--- config.mk ---
export PLATFORM = sky130hd
export DESIGN_NAME = opl_register_stream_transcoder_top
export DESIGN_NICKNAME = d
export VERILOG_FILES = /design/src/sv/orst_pkg.sv /design/src/sv/orst_ram.sv /design/src/sv/orst_front.sv /design/src/sv/orst_queue.sv /design/src/sv/orst_back.sv /design/src/sv/opl_register_stream_transcoder_top.sv
export SDC_FILE = /design/constraint.sdc
export NUM_CORES = 2
export LEC_CHECK = 0
export ABC_AREA = 1
export BUFFER_PORTS_ARGS = -buffer_cell sky130_fd_sc_hd__buf_4
export CORE_ASPECT_RATIO = 0.75
export CORE_MARGIN = 3
export CORE_UTILIZATION = 46
export CTS_CLUSTER_DIAMETER = 50
export DETAILED_ROUTE_END_ITERATION = 10
export GPL_ROUTABILITY_DRIVEN = 0
export PLACE_DENSITY = 0.65
export SETUP_SLACK_MARGIN = 0.2
export SLEW_MARGIN = 20
export SYNTH_ARGS = -nofsm -noshare
export SYNTH_HDL_FRONTEND = slang
export SYNTH_SLANG_ARGS = --single-unit
--- constraint.sdc ---
create_clock -name clk -period 5.6 [get_ports clk]
set_input_delay 0.28 -clock clk [delete_from_list [all_inputs] [get_ports clk]]
set_output_delay 0.28 -clock clk [all_outputs]
set_load 0.05 [all_outputs]
--- src/sv/orst_pkg.sv ---
package orst_pkg;

  localparam int CODE_SLOTS = 126;
  localparam int SLOT_W     = $clog2(CODE_SLOTS + 1);
  localparam int REG_NUM    = 256;

  localparam logic [7:0] UNUSED_ENTRY = 8'hFF;
  localparam logic [7:0] CODE_SHORT   = 8'(CODE_SLOTS);
  localparam logic [7:0] CODE_LONG    = 8'(CODE_SLOTS + 1);

  localparam int                RATE_W     = 10;
  localparam logic [RATE_W-1:0] RATE_RESET = 10'd280;

  localparam int MS_SCALE     = 1000;
  localparam int PROD_W       = 26;
  localparam int DIV_PER_CYC  = 2;
  localparam int DIV_CYC      = PROD_W / DIV_PER_CYC;
  localparam int DIV_CNT_W    = $clog2(DIV_CYC);

  localparam int QDEPTH = 2;
  localparam int QPTR_W = $clog2(QDEPTH);
  localparam int QCNT_W = $clog2(QDEPTH + 1);

  typedef struct packed {
    logic [7:0]        value;
    logic [15:0]       ticks;
    logic [SLOT_W-1:0] slot;
    logic              full;
  } item_t;

endpackage

--- src/sv/orst_ram.sv ---
module orst_ram #(
  parameter int WIDTH = 8,
  parameter int DEPTH = 256
) (
  input  logic                     clk,
  input  logic                     we,
  input  logic [$clog2(DEPTH)-1:0] waddr,
  input  logic [WIDTH-1:0]         wdata,
  input  logic [$clog2(DEPTH)-1:0] raddr,
  output logic [WIDTH-1:0]         rdata
);

  logic [WIDTH-1:0] mem_r [DEPTH];

  always_ff @(posedge clk) begin
    if (we) begin
      mem_r[waddr] <= wdata;
    end
    rdata <= mem_r[raddr];
  end

endmodule

--- src/sv/orst_front.sv ---
module orst_front (
  input  logic            clk,
  input  logic            rst_n,
  input  logic            in_valid,
  output logic            in_stall,
  input  logic [7:0]      in_reg_address,
  input  logic [7:0]      in_reg_value,
  input  logic [15:0]     in_delay_ticks,
  input  logic            q_full,
  output logic            q_push,
  output orst_pkg::item_t q_item
);

  import orst_pkg::*;

  typedef enum logic [1:0] {
    F_IDLE = 2'b01,
    F_LOOK = 2'b10
  } fstate_t;

  fstate_t             state_r;
  logic [7:0]          reg_r;
  logic [7:0]          val_r;
  logic [15:0]         ticks_r;
  logic [REG_NUM-1:0]  valid_r;
  logic [SLOT_W-1:0]   fill_r;
  logic [7:0]          raddr;
  logic [SLOT_W-1:0]   rdata;
  logic                accept;
  logic                is_free_reg;
  logic                hit;
  logic                has_room;
  logic                claim;

  assign accept      = in_valid && (state_r == F_IDLE);
  assign in_stall    = (state_r != F_IDLE);
  assign raddr       = (state_r == F_IDLE) ? in_reg_address : reg_r;
  assign is_free_reg = (reg_r == UNUSED_ENTRY);
  assign hit         = !is_free_reg && valid_r[reg_r];
  assign has_room    = (fill_r < SLOT_W'(CODE_SLOTS));
  assign q_push      = (state_r == F_LOOK) && !q_full;
  assign claim       = q_push && !hit && has_room && !is_free_reg;

  always_comb begin
    q_item.value = val_r;
    q_item.ticks = ticks_r;
    q_item.slot  = hit ? rdata : fill_r;
    q_item.full  = !hit && !has_room;
  end

  orst_ram #(
    .WIDTH(SLOT_W),
    .DEPTH(REG_NUM)
  ) u_slot_ram (
    .clk  (clk),
    .we   (claim),
    .waddr(reg_r),
    .wdata(fill_r),
    .raddr(raddr),
    .rdata(rdata)
  );

  always_ff @(posedge clk) begin
    if (!rst_n) begin
      state_r <= F_IDLE;
      valid_r <= '0;
      fill_r  <= '0;
    end else begin
      unique case (state_r)
        F_IDLE: begin
          if (accept) begin
            state_r <= F_LOOK;
          end
        end
        F_LOOK: begin
          if (q_push) begin
            state_r <= F_IDLE;
          end
        end
        default: state_r <= F_IDLE;
      endcase
      if (claim) begin
        valid_r[reg_r] <= 1'b1;
        fill_r         <= fill_r + 1'b1;
      end
    end
  end

  always_ff @(posedge clk) begin
    if (accept) begin
      reg_r   <= in_reg_address;
      val_r   <= in_reg_value;
      ticks_r <= in_delay_ticks;
    end
  end

`ifndef SYNTH
  a_fill_bound: assert property (@(posedge clk) disable iff (!rst_n)
    fill_r <= SLOT_W'(CODE_SLOTS))
    else $error("code map fill count beyond slot count");

  a_claim_new: assert property (@(posedge clk) disable iff (!rst_n)
    claim |-> !valid_r[reg_r])
    else $error("claimed a register already in the map");

  a_full_only_when_filled: assert property (@(posedge clk) disable iff (!rst_n)
    (q_push && q_item.full) |-> (fill_r == SLOT_W'(CODE_SLOTS)))
    else $error("map full flagged before all slots claimed");
`endif

endmodule

--- src/sv/orst_queue.sv ---
module orst_queue (
  input  logic            clk,
  input  logic            rst_n,
  input  logic            push,
  input  orst_pkg::item_t push_item,
  output logic            full,
  input  logic            pop,
  output logic            q_valid,
  output orst_pkg::item_t q_item
);

  import orst_pkg::*;

  item_t             mem_r [QDEPTH];
  logic [QPTR_W-1:0] wr_ptr_r;
  logic [QPTR_W-1:0] rd_ptr_r;
  logic [QCNT_W-1:0] cnt_r;

  assign full    = (cnt_r == QCNT_W'(QDEPTH));
  assign q_valid = (cnt_r != '0);
  assign q_item  = mem_r[rd_ptr_r];

  always_ff @(posedge clk) begin
    if (!rst_n) begin
      wr_ptr_r <= '0;
      rd_ptr_r <= '0;
      cnt_r    <= '0;
    end else begin
      if (push) begin
        wr_ptr_r <= wr_ptr_r + 1'b1;
      end
      if (pop) begin
        rd_ptr_r <= rd_ptr_r + 1'b1;
      end
      if (push && !pop) begin
        cnt_r <= cnt_r + 1'b1;
      end else if (pop && !push) begin
        cnt_r <= cnt_r - 1'b1;
      end
    end
  end

  always_ff @(posedge clk) begin
    if (push) begin
      mem_r[wr_ptr_r] <= push_item;
    end
  end

`ifndef SYNTH
  a_no_overrun: assert property (@(posedge clk) disable iff (!rst_n)
    !(push && full) && !(pop && !q_valid))
    else $error("queue pushed when full or popped when empty");
`endif

endmodule

--- src/sv/orst_back.sv ---
module orst_back (
  input  logic                      clk,
  input  logic                      rst_n,
  input  logic [orst_pkg::RATE_W-1:0] tick_rate,
  input  logic                      q_valid,
  input  orst_pkg::item_t           q_item,
  output logic                      pop,
  output logic                      out_valid,
  input  logic                      out_stall,
  output logic [7:0]                out_code,
  output logic [7:0]                out_data,
  output logic                      out_last_of_run,
  output logic                      out_map_full_error,
  output logic [31:0]               out_total_ms,
  output logic [15:0]               out_pair_count
);

  import orst_pkg::*;

  typedef enum logic [3:0] {
    B_IDLE = 4'b0001,
    B_DIV  = 4'b0010,
    B_SUM  = 4'b0100,
    B_EMIT = 4'b1000
  } bstate_t;

  bstate_t              state_r, state_nxt;
  item_t                cur_r, cur_nxt;
  logic [PROD_W-1:0]    n_r, n_nxt;
  logic [RATE_W-1:0]    rem_r, rem_nxt;
  logic [DIV_CNT_W-1:0] cnt_r, cnt_nxt;
  logic                 pend_err_r, pend_err_nxt;
  logic                 pend_pair_r, pend_pair_nxt;
  logic                 pend_long_r, pend_long_nxt;
  logic                 pend_short_r, pend_short_nxt;
  logic [7:0]           long_dat_r, long_dat_nxt;
  logic [7:0]           short_dat_r, short_dat_nxt;
  logic [31:0]          ms_total_r, ms_total_nxt;
  logic [15:0]          pair_cnt_r, pair_cnt_nxt;
  logic                 out_valid_r, out_valid_nxt;
  logic [7:0]           out_code_r, out_code_nxt;
  logic [7:0]           out_data_r, out_data_nxt;
  logic                 out_last_r, out_last_nxt;
  logic                 out_err_r, out_err_nxt;
  logic [31:0]          out_total_r, out_total_nxt;
  logic [15:0]          out_count_r, out_count_nxt;

  logic [RATE_W-1:0]    div_d;
  logic [PROD_W-1:0]    prod;
  logic [RATE_W-1:0]    rem_v;
  logic [RATE_W:0]      rem_sh;
  logic [PROD_W-1:0]    quo_v;
  logic                 out_load;
  logic                 has_long;
  logic [8:0]           short_ms;

  assign div_d    = (tick_rate == '0) ? RATE_W'(1) : tick_rate;
  assign prod     = PROD_W'({10'b0, q_item.ticks} * PROD_W'(MS_SCALE));
  assign out_load = !out_valid_r || !out_stall;
  assign has_long = (n_r > PROD_W'(256));
  assign short_ms = has_long ? {1'b0, n_r[7:0]} : n_r[8:0];

  always_comb begin
    rem_v  = rem_r;
    quo_v  = n_r;
    rem_sh = '0;
    for (int i = 0; i < DIV_PER_CYC; i++) begin
      rem_sh = {rem_v, quo_v[PROD_W-1]};
      quo_v  = {quo_v[PROD_W-2:0], 1'b0};
      if (rem_sh >= {1'b0, div_d}) begin
        rem_v    = RATE_W'(rem_sh - {1'b0, div_d});
        quo_v[0] = 1'b1;
      end else begin
        rem_v = rem_sh[RATE_W-1:0];
      end
    end
  end

  always_comb begin
    state_nxt      = state_r;
    cur_nxt        = cur_r;
    n_nxt          = n_r;
    rem_nxt        = rem_r;
    cnt_nxt        = cnt_r;
    pend_err_nxt   = pend_err_r;
    pend_pair_nxt  = pend_pair_r;
    pend_long_nxt  = pend_long_r;
    pend_short_nxt = pend_short_r;
    long_dat_nxt   = long_dat_r;
    short_dat_nxt  = short_dat_r;
    ms_total_nxt   = ms_total_r;
    pair_cnt_nxt   = pair_cnt_r;
    out_valid_nxt  = out_valid_r && out_stall;
    out_code_nxt   = out_code_r;
    out_data_nxt   = out_data_r;
    out_last_nxt   = out_last_r;
    out_err_nxt    = out_err_r;
    out_total_nxt  = out_total_r;
    out_count_nxt  = out_count_r;
    pop            = 1'b0;

    unique case (state_r)
      B_IDLE: begin
        if (q_valid) begin
          pop     = 1'b1;
          cur_nxt = q_item;
          if (q_item.full) begin
            pend_err_nxt = 1'b1;
            state_nxt    = B_EMIT;
          end else if (q_item.ticks == '0) begin
            pend_pair_nxt = 1'b1;
            state_nxt     = B_EMIT;
          end else begin
            n_nxt     = prod;
            rem_nxt   = '0;
            cnt_nxt   = '0;
            state_nxt = B_DIV;
          end
        end
      end
      B_DIV: begin
        n_nxt   = quo_v;
        rem_nxt = rem_v;
        cnt_nxt = cnt_r + 1'b1;
        if (cnt_r == DIV_CNT_W'(DIV_CYC - 1)) begin
          state_nxt = B_SUM;
        end
      end
      B_SUM: begin
        ms_total_nxt   = ms_total_r + 32'(n_r);
        pend_pair_nxt  = 1'b1;
        pend_long_nxt  = has_long;
        long_dat_nxt   = n_r[15:8] - 8'd1;
        pend_short_nxt = (short_ms != '0);
        short_dat_nxt  = short_ms[7:0] - 8'd1;
        state_nxt      = B_EMIT;
      end
      B_EMIT: begin
        if (out_load) begin
          out_valid_nxt = 1'b1;
          out_total_nxt = ms_total_r;
          out_err_nxt   = 1'b0;
          priority if (pend_err_r) begin
            out_code_nxt  = 8'd0;
            out_data_nxt  = 8'd0;
            out_last_nxt  = 1'b1;
            out_err_nxt   = 1'b1;
            out_count_nxt = pair_cnt_r;
            pend_err_nxt  = 1'b0;
            state_nxt     = B_IDLE;
          end else if (pend_pair_r) begin
            out_code_nxt  = 8'(cur_r.slot);
            out_data_nxt  = cur_r.value;
            out_last_nxt  = !pend_long_r && !pend_short_r;
            pair_cnt_nxt  = pair_cnt_r + 16'd1;
            out_count_nxt = pair_cnt_r + 16'd1;
            pend_pair_nxt = 1'b0;
            if (!pend_long_r && !pend_short_r) begin
              state_nxt = B_IDLE;
            end
          end else if (pend_long_r) begin
            out_code_nxt  = CODE_LONG;
            out_data_nxt  = long_dat_r;
            out_last_nxt  = !pend_short_r;
            pair_cnt_nxt  = pair_cnt_r + 16'd1;
            out_count_nxt = pair_cnt_r + 16'd1;
            pend_long_nxt = 1'b0;
            if (!pend_short_r) begin
              state_nxt = B_IDLE;
            end
          end else begin
            out_code_nxt   = CODE_SHORT;
            out_data_nxt   = short_dat_r;
            out_last_nxt   = 1'b1;
            pair_cnt_nxt   = pair_cnt_r + 16'd1;
            out_count_nxt  = pair_cnt_r + 16'd1;
            pend_short_nxt = 1'b0;
            state_nxt      = B_IDLE;
          end
        end
      end
      default: state_nxt = B_IDLE;
    endcase
  end

  always_ff @(posedge clk) begin
    if (!rst_n) begin
      state_r      <= B_IDLE;
      pend_err_r   <= 1'b0;
      pend_pair_r  <= 1'b0;
      pend_long_r  <= 1'b0;
      pend_short_r <= 1'b0;
      ms_total_r   <= '0;
      pair_cnt_r   <= '0;
      out_valid_r  <= 1'b0;
    end else begin
      state_r      <= state_nxt;
      pend_err_r   <= pend_err_nxt;
      pend_pair_r  <= pend_pair_nxt;
      pend_long_r  <= pend_long_nxt;
      pend_short_r <= pend_short_nxt;
      ms_total_r   <= ms_total_nxt;
      pair_cnt_r   <= pair_cnt_nxt;
      out_valid_r  <= out_valid_nxt;
    end
  end

  always_ff @(posedge clk) begin
    cur_r       <= cur_nxt;
    n_r         <= n_nxt;
    rem_r       <= rem_nxt;
    cnt_r       <= cnt_nxt;
    long_dat_r  <= long_dat_nxt;
    short_dat_r <= short_dat_nxt;
    out_code_r  <= out_code_nxt;
    out_data_r  <= out_data_nxt;
    out_last_r  <= out_last_nxt;
    out_err_r   <= out_err_nxt;
    out_total_r <= out_total_nxt;
    out_count_r <= out_count_nxt;
  end

  assign out_valid          = out_valid_r;
  assign out_code           = out_code_r;
  assign out_data           = out_data_r;
  assign out_last_of_run    = out_last_r;
  assign out_map_full_error = out_err_r;
  assign out_total_ms       = out_total_r;
  assign out_pair_count     = out_count_r;

`ifndef SYNTH
  a_idle_nothing_pending: assert property (@(posedge clk) disable iff (!rst_n)
    (state_r == B_IDLE) |-> !(pend_err_r || pend_pair_r || pend_long_r || pend_short_r))
    else $error("back end idle with words still pending");

  a_error_is_last: assert property (@(posedge clk) disable iff (!rst_n)
    (out_valid_r && out_err_r) |-> out_last_r)
    else $error("map full word not marked last");
`endif

endmodule

--- src/sv/opl_register_stream_transcoder_top.sv ---
// Channel  Direction  Handshake             Word
// in       input      in_valid / in_stall   reg_address, reg_value, delay_ticks
// out      output     out_valid / out_stall code, data, last_of_run, map_full_error,
//                                           total_ms, pair_count
// cfg      input      cfg_wr_en             cfg_wr_data = tick rate in Hz
//
// Front end takes one word at a time: one read of the register-indexed slot RAM.
// Back end: zero delay or map full goes from IDLE straight to EMIT; a nonzero
// delay goes through IDLE, DIV, SUM and EMIT, and EMIT issues up to 3 results;
// the divider in DIV retires two quotient bits a cycle.
// Synchronous reset empties the code map at once and sets the rate to 280 Hz.
// A two-word queue parts front and back; out_stall holds the output register
// and the back end in EMIT, in_stall rises while the front end works on a word.
module opl_register_stream_transcoder_top (
  input  logic                        clk,
  input  logic                        rst_n,
  input  logic                        in_valid,
  output logic                        in_stall,
  input  logic [7:0]                  in_reg_address,
  input  logic [7:0]                  in_reg_value,
  input  logic [15:0]                 in_delay_ticks,
  output logic                        out_valid,
  input  logic                        out_stall,
  output logic [7:0]                  out_code,
  output logic [7:0]                  out_data,
  output logic                        out_last_of_run,
  output logic                        out_map_full_error,
  output logic [31:0]                 out_total_ms,
  output logic [15:0]                 out_pair_count,
  input  logic                        cfg_wr_en,
  input  logic [orst_pkg::RATE_W-1:0] cfg_wr_data
);

  import orst_pkg::*;

  logic [RATE_W-1:0] tick_rate_r;
  logic              q_full;
  logic              q_push;
  item_t             push_item;
  logic              q_pop;
  logic              q_valid;
  item_t             q_item;

  always_ff @(posedge clk) begin
    if (!rst_n) begin
      tick_rate_r <= RATE_RESET;
    end else if (cfg_wr_en) begin
      tick_rate_r <= cfg_wr_data;
    end
  end

  orst_front u_front (
    .clk           (clk),
    .rst_n         (rst_n),
    .in_valid      (in_valid),
    .in_stall      (in_stall),
    .in_reg_address(in_reg_address),
    .in_reg_value  (in_reg_value),
    .in_delay_ticks(in_delay_ticks),
    .q_full        (q_full),
    .q_push        (q_push),
    .q_item        (push_item)
  );

  orst_queue u_queue (
    .clk      (clk),
    .rst_n    (rst_n),
    .push     (q_push),
    .push_item(push_item),
    .full     (q_full),
    .pop      (q_pop),
    .q_valid  (q_valid),
    .q_item   (q_item)
  );

  orst_back u_back (
    .clk               (clk),
    .rst_n             (rst_n),
    .tick_rate         (tick_rate_r),
    .q_valid           (q_valid),
    .q_item            (q_item),
    .pop               (q_pop),
    .out_valid         (out_valid),
    .out_stall         (out_stall),
    .out_code          (out_code),
    .out_data          (out_data),
    .out_last_of_run   (out_last_of_run),
    .out_map_full_error(out_map_full_error),
    .out_total_ms      (out_total_ms),
    .out_pair_count    (out_pair_count)
  );

endmodule

==> metrics.cfg <==
[sta]
rsz0062_at_grt=no
max_freq_mhz=198
hold_viol=0
slew_headroom_pct=21.5
post-route-min-period_ns=5.05
setup_viol=0
tightest_slew_ns=1.18
drv_slew=0
min_period_over_period_pct=90.3
clock-skew-final_ns=0.0466
fin_tns_setup_ns=0

[clock_tree]
cts_tree=done
htree_num_levels=4
cts-buffers-inserted=226
cts.sinks=2368
clockRootBuffer=clkbuf_16
clockBufferDepth=4
clk_pin_slew_worst_paths_ns=0.06
clkLatencyLatePin_ns=0.88

[logic_synthesis]
synth_top_area_share_pct=58.4
ys_ff_latch=2368
synth_edf_count=2024
synth.most_common_cell=nand2_1
postSynthAreaPerCell_um2=10.3
ys_top_cells_by_area=edfxtp_1 (58%), nand2_1 (7.5%), dfxtp_1 (6.6%)
ys_async_sr_fraction_pct=0
synth_cell_types=51
synthCells=10100
yosysWarnings=0
yosys-top-cells-count=nand2_1 (2074), edfxtp_1 (2024), nand3_1 (1371)
syn_area_um2=104000
yosysSeqAreaShare_pct=65.0
synth_flop_cell=edfxtp_1
synth_area_leader_cell=edfxtp_1

[worst_setup_path]
crit_buf_inv=4
r2r_cells=21
slowest_delay_ns=0.57
cp.depth=21
required_ns=6.21
crit_fanout=17
crit_type=flop to flop
rrSetupSlack_ns=0.55
start_kind=flop
critPathSlowestCell=fa_1
cp.arrival_ns=5.67
crit_top_cell=nand2_1
endpoint_kind=flop
crit_family=adder cells
path_cells=buf_6 -> o21ai_0 -> inv_1 -> fa_1 -> inv_1 -> fa_1 -> fa_1 -> fa_1 -> inv_1 -> ha_1 -> a21oi_1 -> o211ai_1 -> nand2_1 -> nand2_1 -> nand2_1 -> nand2_1 -> nand3_1 -> nand2_1 -> or2_2 -> nand3_1 -> nand2_1
r2r_end=u_back.n_r[21]

[floorplanning]
io_pins=115
initial_core_util_pct=46.5
die_w_um=555
die-area_um2=232000
rows=150
die_height_um=418
fp.coreArea_um2=224000

[final_layout]
drive_gt1_share_pct=6.66
final_area_um2=116000
syn2layout_area_growth_pct=11.1
fillers=19500
layout.nets=10200
finalNonFillerCells=13200

[placed_design]
portBuffers=113
dpl.cell_count=12700
place_area_um2=108000
hpwlAfterDp_um=168000

[routing]
drtPass1Iterations=9
ant_nets=0
wire_per_inst_um=22.1
finalWirelength_um=291000
remaining_drc_errors=0
drt_iter0_markers=10300
vias=75800
viasPerCell=5.75

[grt]
grt-ovfl-total=0
grt_use_total_pct=24.3
grt_pass1_vias=71100
grt_antenna_before_repair=7
grt_max_degree=239
grt_pass1_wl_um=439000

[run_status]
status=finished clean

[hold_path]
hold_path_end=u_front.ticks_r[0]
whs_path_depth=2
hold_path_class=input port to flop
hp-start=in_delay_ticks[0]

[pwr]
max-vdd-ir-drop_mv=1.09
powerDensity_nw_per_um2=438
leakage_nw=41.8

[job]
maxCapViolations=0

==> worst max-delay path by stage <==
stage                 startpoint                          endpoint  slack, ns
2_1_floorplan  u_front.fill_r[4]  u_front.u_slot_ram.mem_r[181][0]       0.25
3_3_place_gp                flop                    u_back.n_r[22]       0.31
3_5_place_dp                flop                    u_back.n_r[22]       0.23
4_1_cts                     flop                    u_back.n_r[22]       0.22
5_1_grt                     flop                    u_back.n_r[23]       0.21
6_report                    flop                    u_back.n_r[21]       0.55
==> worst reg2reg max path: cells and delay by family (launching register included) <==
| family | cells | cell delay, ns |
|---|---|---|
| AOI/OAI and AO/OA | 3 | 0.72 |
| DFF | 1 | 0.36 |
| and+or+nand+nor | 9 | 0.91 |
| adders and majority gates | 5 | 2.41 |
| buffers and inverters | 4 | 0.43 |
==> metal layers <==
metal | vias up | wire length, um | global-route usage (%)
li1 | 34800 | - | -
met1 | 36700 | 124000 | 35.8
met2 | 3829 | 128000 | 36.7
met3 | 495 | 29700 | 4.78
met4 | 4 | 8790 | 7.05
met5 | - | 32 | 0
==> logic make-up after synthesis <==
logic type,share of synthesized area [%]
simple gates,18.0
flops,65.0
compound gates,8.87
buf+inv,4.81
fa+ha+maj,2.49
xor+xnor,0.656
mux,0.172
other cells,0.00360
==> through the flow <==
| step | setup WS (ns) | util [%] | total power [W] | hold slack [ns] |
|---|---|---|---|---|
| 2_1_floorplan | 0.248 | - | 0.0319 | 0.379 |
| 3_3_place_gp | 0.309 | 48.2 | 0.0357 | 0.428 |
| 3_5_place_dp | 0.234 | 48.2 | 0.0358 | 0.435 |
| 4_1_cts | 0.219 | 51.6 | 0.0506 | 0.0949 |
| 5_1_grt | 0.211 | 51.6 | 0.0536 | 0.118 |
| 6_report | 0.545 | 51.6 | 0.0507 | 0.148 |
==> power breakdown <==
group / leakage [nW] / total, W / switching, W / internal (W)
sequential: 21.4 / 0.0203 / 0.000392 / 0.0199
clock: 3.40 / 0.0149 / 0.00666 / 0.00819
combinational: 17.0 / 0.0155 / 0.0100 / 0.00552
==> registers in the layout, indices dropped and copies added, names as in the netlist, 10 cells and up, named ones only <==
signal                    cells
u_back.ms_total_r            32
u_queue.mem_r                64
u_back.out_pair_count        16
u_front.u_slot_ram.mem_r   1792
u_back.out_total_ms          32
u_front.ticks_r              16
u_back.cur_r                 15
tick_rate_r                  10
u_back.n_r                   26
u_back.pair_cnt_r            16
u_front.valid_r             256
u_back.rem_r                 10
==> final cells by class <==
| cell class | instances | area [um2] | area share, % |
|---|---|---|---|
| multi-input cells | 6469 | 31600 | 27.4 |
| flip-flops and latches | 2368 | 67700 | 58.6 |
| inverters | 617 | 2350 | 2.03 |
| clock inverters | 135 | 1080 | 0.934 |
| clock buffers | 275 | 5910 | 5.11 |
| repair buffers | 344 | 3210 | 2.78 |
| well taps | 2964 | 3710 | 3.21 |
| diodes | 3 | 7.51 | 0.00649 |
==> cell usage in the layout (no fill, tap or decap), drive strengths merged, types with 116 or more instances in the layout <==
| cell | netlist | routed |
|---|---|---|
| nand2 | 2079 | 2079 |
| edfxtp | 2024 | 2024 |
| nand3 | 1371 | 1371 |
| o21ai | 988 | 988 |
| nor2 | 971 | 971 |
| inv | 611 | 620 |
| a21oi | 409 | 409 |
| dfxtp | 344 | 344 |
| buf | 169 | 279 |
| clkbuf | 494 | 275 |
| o21bai | 175 | 175 |
| ha | 116 | 116 |
==> timing repair <==
item,CTS,global route
hold endpoints to repair,99,0
buffers inserted,0,1
hold buffers,65,0
gates resized for setup,0,9
setup endpoints to repair,0,4
Power figures use the tool's default switching activity.
